[config.mk]
export PLATFORM = sky130hd
export DESIGN_NAME = ias_cell
export DESIGN_NICKNAME = d
export VERILOG_FILES = /design/src/sv/ias_pkg.sv /design/src/sv/ias_cell.sv
export SDC_FILE = /design/constraint.sdc
export NUM_CORES = 1
export LEC_CHECK = 0
export ABC_AREA = 1
export ABC_CLOCK_PERIOD_IN_PS = 3000
export BUFFER_PORTS_ARGS = -buffer_cell sky130_fd_sc_hd__buf_2
export CAP_MARGIN = 10
export CORE_AREA = 2 2 83 85
export DETAILED_ROUTE_END_ITERATION = 12
export DIE_AREA = 0 0 85 87
export PLACE_DENSITY = 0.71
export RECOVER_POWER = 100
export SLEW_MARGIN = 0
export SYNTH_ARGS = -nofsm -noshare
export SYNTH_HDL_FRONTEND = slang
export SYNTH_SLANG_ARGS = --single-unit
export TNS_END_PERCENT = 20
[constraint.sdc]
create_clock -name clk -period 3 [get_ports clk]
set_input_delay 0.6 -clock clk [delete_from_list [all_inputs] [get_ports clk]]
set_output_delay 0.6 -clock clk [all_outputs]
set_load 0.005 [all_outputs]
[src/sv/ias_pkg.sv]
// Shared types for the integer array sorter: element data and cell link records.
package ias_pkg;

  localparam int unsigned DataWidth = 32;

  typedef logic signed [DataWidth-1:0] data_t;

  // What one cell shows to its neighbours
  typedef struct packed {
    logic  valid;
    data_t value;
    logic  greater;   // stored value is above the element being inserted
  } cell_link_t;

  // Per-cycle command broadcast to every cell
  typedef struct packed {
    logic insert;
    logic shift;
  } cell_ctrl_t;

endpackage

[src/sv/ias_cell.sv]
// One cell of the insertion chain: holds one sorted element, shifts up on insert, down on drain.
module ias_cell import ias_pkg::*; (
  input  logic       clk,
  input  logic       rst_n,
  input  cell_ctrl_t ctrl,
  input  data_t      din,
  input  cell_link_t prev,
  input  cell_link_t next,
  output cell_link_t self
);

  logic  valid_r, valid_nxt;
  data_t value_r, value_nxt;
  logic  greater;

  // strict compare keeps equal values in arrival order
  assign greater = valid_r && (din < value_r);

  always_comb begin
    valid_nxt = valid_r;
    value_nxt = value_r;
    if (ctrl.shift) begin
      // drain: take the element above
      valid_nxt = next.valid;
      value_nxt = next.value;
    end else if (ctrl.insert) begin
      if (greater || (!valid_r && prev.valid)) begin
        valid_nxt = 1'b1;
        value_nxt = prev.greater ? prev.value : din;
      end
    end
  end

  always_ff @(posedge clk) begin
    if (!rst_n) begin
      valid_r <= 1'b0;
    end else begin
      valid_r <= valid_nxt;
    end
  end

  always_ff @(posedge clk) begin
    value_r <= value_nxt;
  end

  assign self = '{valid: valid_r, value: value_r, greater: greater};

endmodule

==> run summary <==
routed via count = 2574
Leak Pwr = 1.732 nW
Placed Cells = 530
final setup vio count = 0
fin crit period = 2.689 ns
DR vias/cell = 4.793
Synth top area share = 38.29%
R2R Setup Slk = 0.49 ns
Max Slew Vio Count = 0
Final nets = 592
CTS Buf Count = 5
Mapped Area = 2510 um2
first-pass iteration count of the detailed router = 4
CTS Buffer Depth = 2
WHS Endpoint = valid_r
top post-synthesis cells by area = edfxtp_1 38%, ha_1 15%, a21oi_1 15%
asr flop ratio synth = 0%
FF+latch count, synth = 33
Post-synth EDFFs = 32
Worst Tran Pin Value = 1.045 ns
placed cell area = 3272 um2
RSZ-0062 raised after global routing = no
layout cells sized above 1 = 28.67%
Synthesized Nets = 460
post-route insts no fill = 537
die area = 7395 um2
DRT Wirelength = 6853 um
Area Growth Syn to Fin = 31.70%
Final period util = 89.62%
postcts setup bufs = 0
total chip power = 1.278 mW
Startpoint Class = input pin
I/O Buffers = 136
Hold Crit Class = register to register
Initial Util = 38.21%
core area = 6569 um2
Crit Path Max Fanout = 2
clock skew = 0.006315 ns
number of DRC markers in iteration 0 = 95
Fillers = 666
Post-Synth Simple-Gate Area = 18.20%
worst reg2reg endpoint = value_r[11]
largest family of logic cells by synthesized area = simple AND/OR/NAND/NOR gates
post-route ant nets = 0
initial antenna violation count = 0
worst rel slew slack = 30.31%
Synth Flop Type = edfxtp_1
clock sinks = 33
highest clock rate = 371.9 MHz
RePlAce Congestion = 0.7957
multi-input logic area = 1285 um2
pwr dens = 386.5 nW/um2
cts repair resizes = 0
r2r startpoint = value_r[5]
Die H = 87 um
Seq pwr share = 45.8%
run status = finished clean
vias in the first global route = 2432
final design utilization = 50.32%
Synth warnings = 0
final std cell area, no fill = 3306 um2
largest net degree at the start of global routing = 34
hold_sp = valid_r
io pins = 138
Seq/Total Area, Yosys = 39.08%
Max Cap Violations = 0
synth unique cells = 20
Clock Power Share = 24.8%
HPWL after DPL = 5271 um
Compound-Gate Fraction of Synth Area = 17.95%
Adder-Cell Fraction of Synth Area = 15.45%
Logic pwr share = 29.4%
antenna cells = 0
clock slew at reported path FFs = 0.07 ns
CTS tree = done
Commonest cells post-synth = 75 x a21oi_1, 67 x nand2_1, 43 x inv_1
Post-Synthesis Cells = 325
P_int = 0.8880 mW
row cnt = 30
final hold vios = 0
reg2reg path depth = 16
post-synthesis share of cell area spent on xor and xnor gates = 0%
Arr. time, crit path = 2.09 ns
top-count cell post-synth = a21oi_1
sw power = 0.3898 mW
Root Buffer = clkbuf_8
Worst setup EP type = output port
Worst IR Drop VDD = 0.0001925 V
CTS Hold Buffers Added = 0
worst hold stages = 2
H-tree Lvls = 2
post-synthesis mux area share = 0%
Sw Ratio = 30.50%
Wirelength per Cell = 12.76 um
gr ovfl total = 0
worst-skew pair later-pin latency = 0.28 ns
syn_area_per_cell = 7.723 um2
DRC = 0
setup TNS = 0 ns
critical path class = input pin to output port
first-pass GRT wire length = 11140 um
total track usage = 18.85%
Critical Path RT = 2.40 ns
Die W = 85 um
FF+latch area = 980.9 um2
cell accounting for the most synthesized area = edfxtp_1
[registers in the layout, summed over array words and instances (netlist names)]
register	cells
valid_r	1
value_r	32
[cell usage in the layout (no fill, tap or decap)]
cell and count:
dfxtp_1 1, a21oi_2 4, nor3_1 1, nand2_1 67, nand3_1 4, o21ai_1 1
a21oi_1 75, o21a_1 1, clkbuf_1 21, nand4_1 1, nor2_1 41, ha_1 31
buf_12 1, clkbuf_8 5, clkinv_1 2, o21ai_0 4, nor3_2 1, a211oi_1 1
buf_2 119, edfxtp_1 32, inv_1 43, buf_4 1
[per-layer routing]
layer / up-vias / wire length [um] / global-route usage [%]
met5: - / 0 / 0
li1: 1341 / - / -
met4: 0 / 51 / 4.185
met1: 1147 / 2958 / 23.46
met3: 4 / 405 / 3.318
met2: 82 / 3438 / 34.09
[cell families after synthesis]
logic type / Yosys count
flops: 33
compound gates: 86
simple gates: 115
buf+inv: 60
fa+ha+maj: 31
[critical path, stage by stage]
cell	delay, ns
clkbuf_1	0.08
ha_1	0.33
a21oi_2	0.15
nor2_1	0.05
nor3_1	0.19
nand2_1	0.12
nand2_1	0.07
nand2_1	0.06
nand2_1	0.07
nand2_1	0.05
nand2_1	0.05
nand3_1	0.08
inv_1	0.06
clkbuf_1	0.12
[worst max-delay path by stage]
stage          startpoint  depth (start not counted)  slack, ns           to
3_3_place_gp       din[5]                         16       0.46  value_r[14]
4_1_cts            din[5]                         14       0.39      self[0]
2_1_floorplan     din[21]                         12       0.28   value_r[0]
6_report           din[5]                         14       0.31      self[0]
3_5_place_dp       din[5]                         16       0.37  value_r[24]
5_1_grt        value_r[5]                         14       0.17      self[0]
[stage by stage]
step	worst slack [ns]	hold WS (ns)
after detailed placement	0.3713	0.5568
after global routing	0.1693	0.5761
after floorplan	0.2811	0.5148
final	0.3113	0.5673
after CTS	0.3941	0.5734
after global placement	0.4568	0.5329
[layout make-up]
class	count	share of cell area [%]
Clock buffer	6	2.195
Multi-Input combinational cell	232	38.87
Sequential cell	33	29.67
Inverter	44	4.996
Clock inverter	1	0.1136
Timing Repair Buffer	141	21.12
Tap cell	80	3.028
[power by group through the flow]
stage	logic (mW)	clock network, mW	registers (mW)
after CTS	0.392	0.330	0.585
after detailed placement	0.389	0	0.595
after floorplan	0.209	0	0.599
after global placement	0.377	0	0.592
after global routing	0.435	0.351	0.591
final	0.376	0.317	0.585
Note: power is estimated with default switching activity, not from simulation.
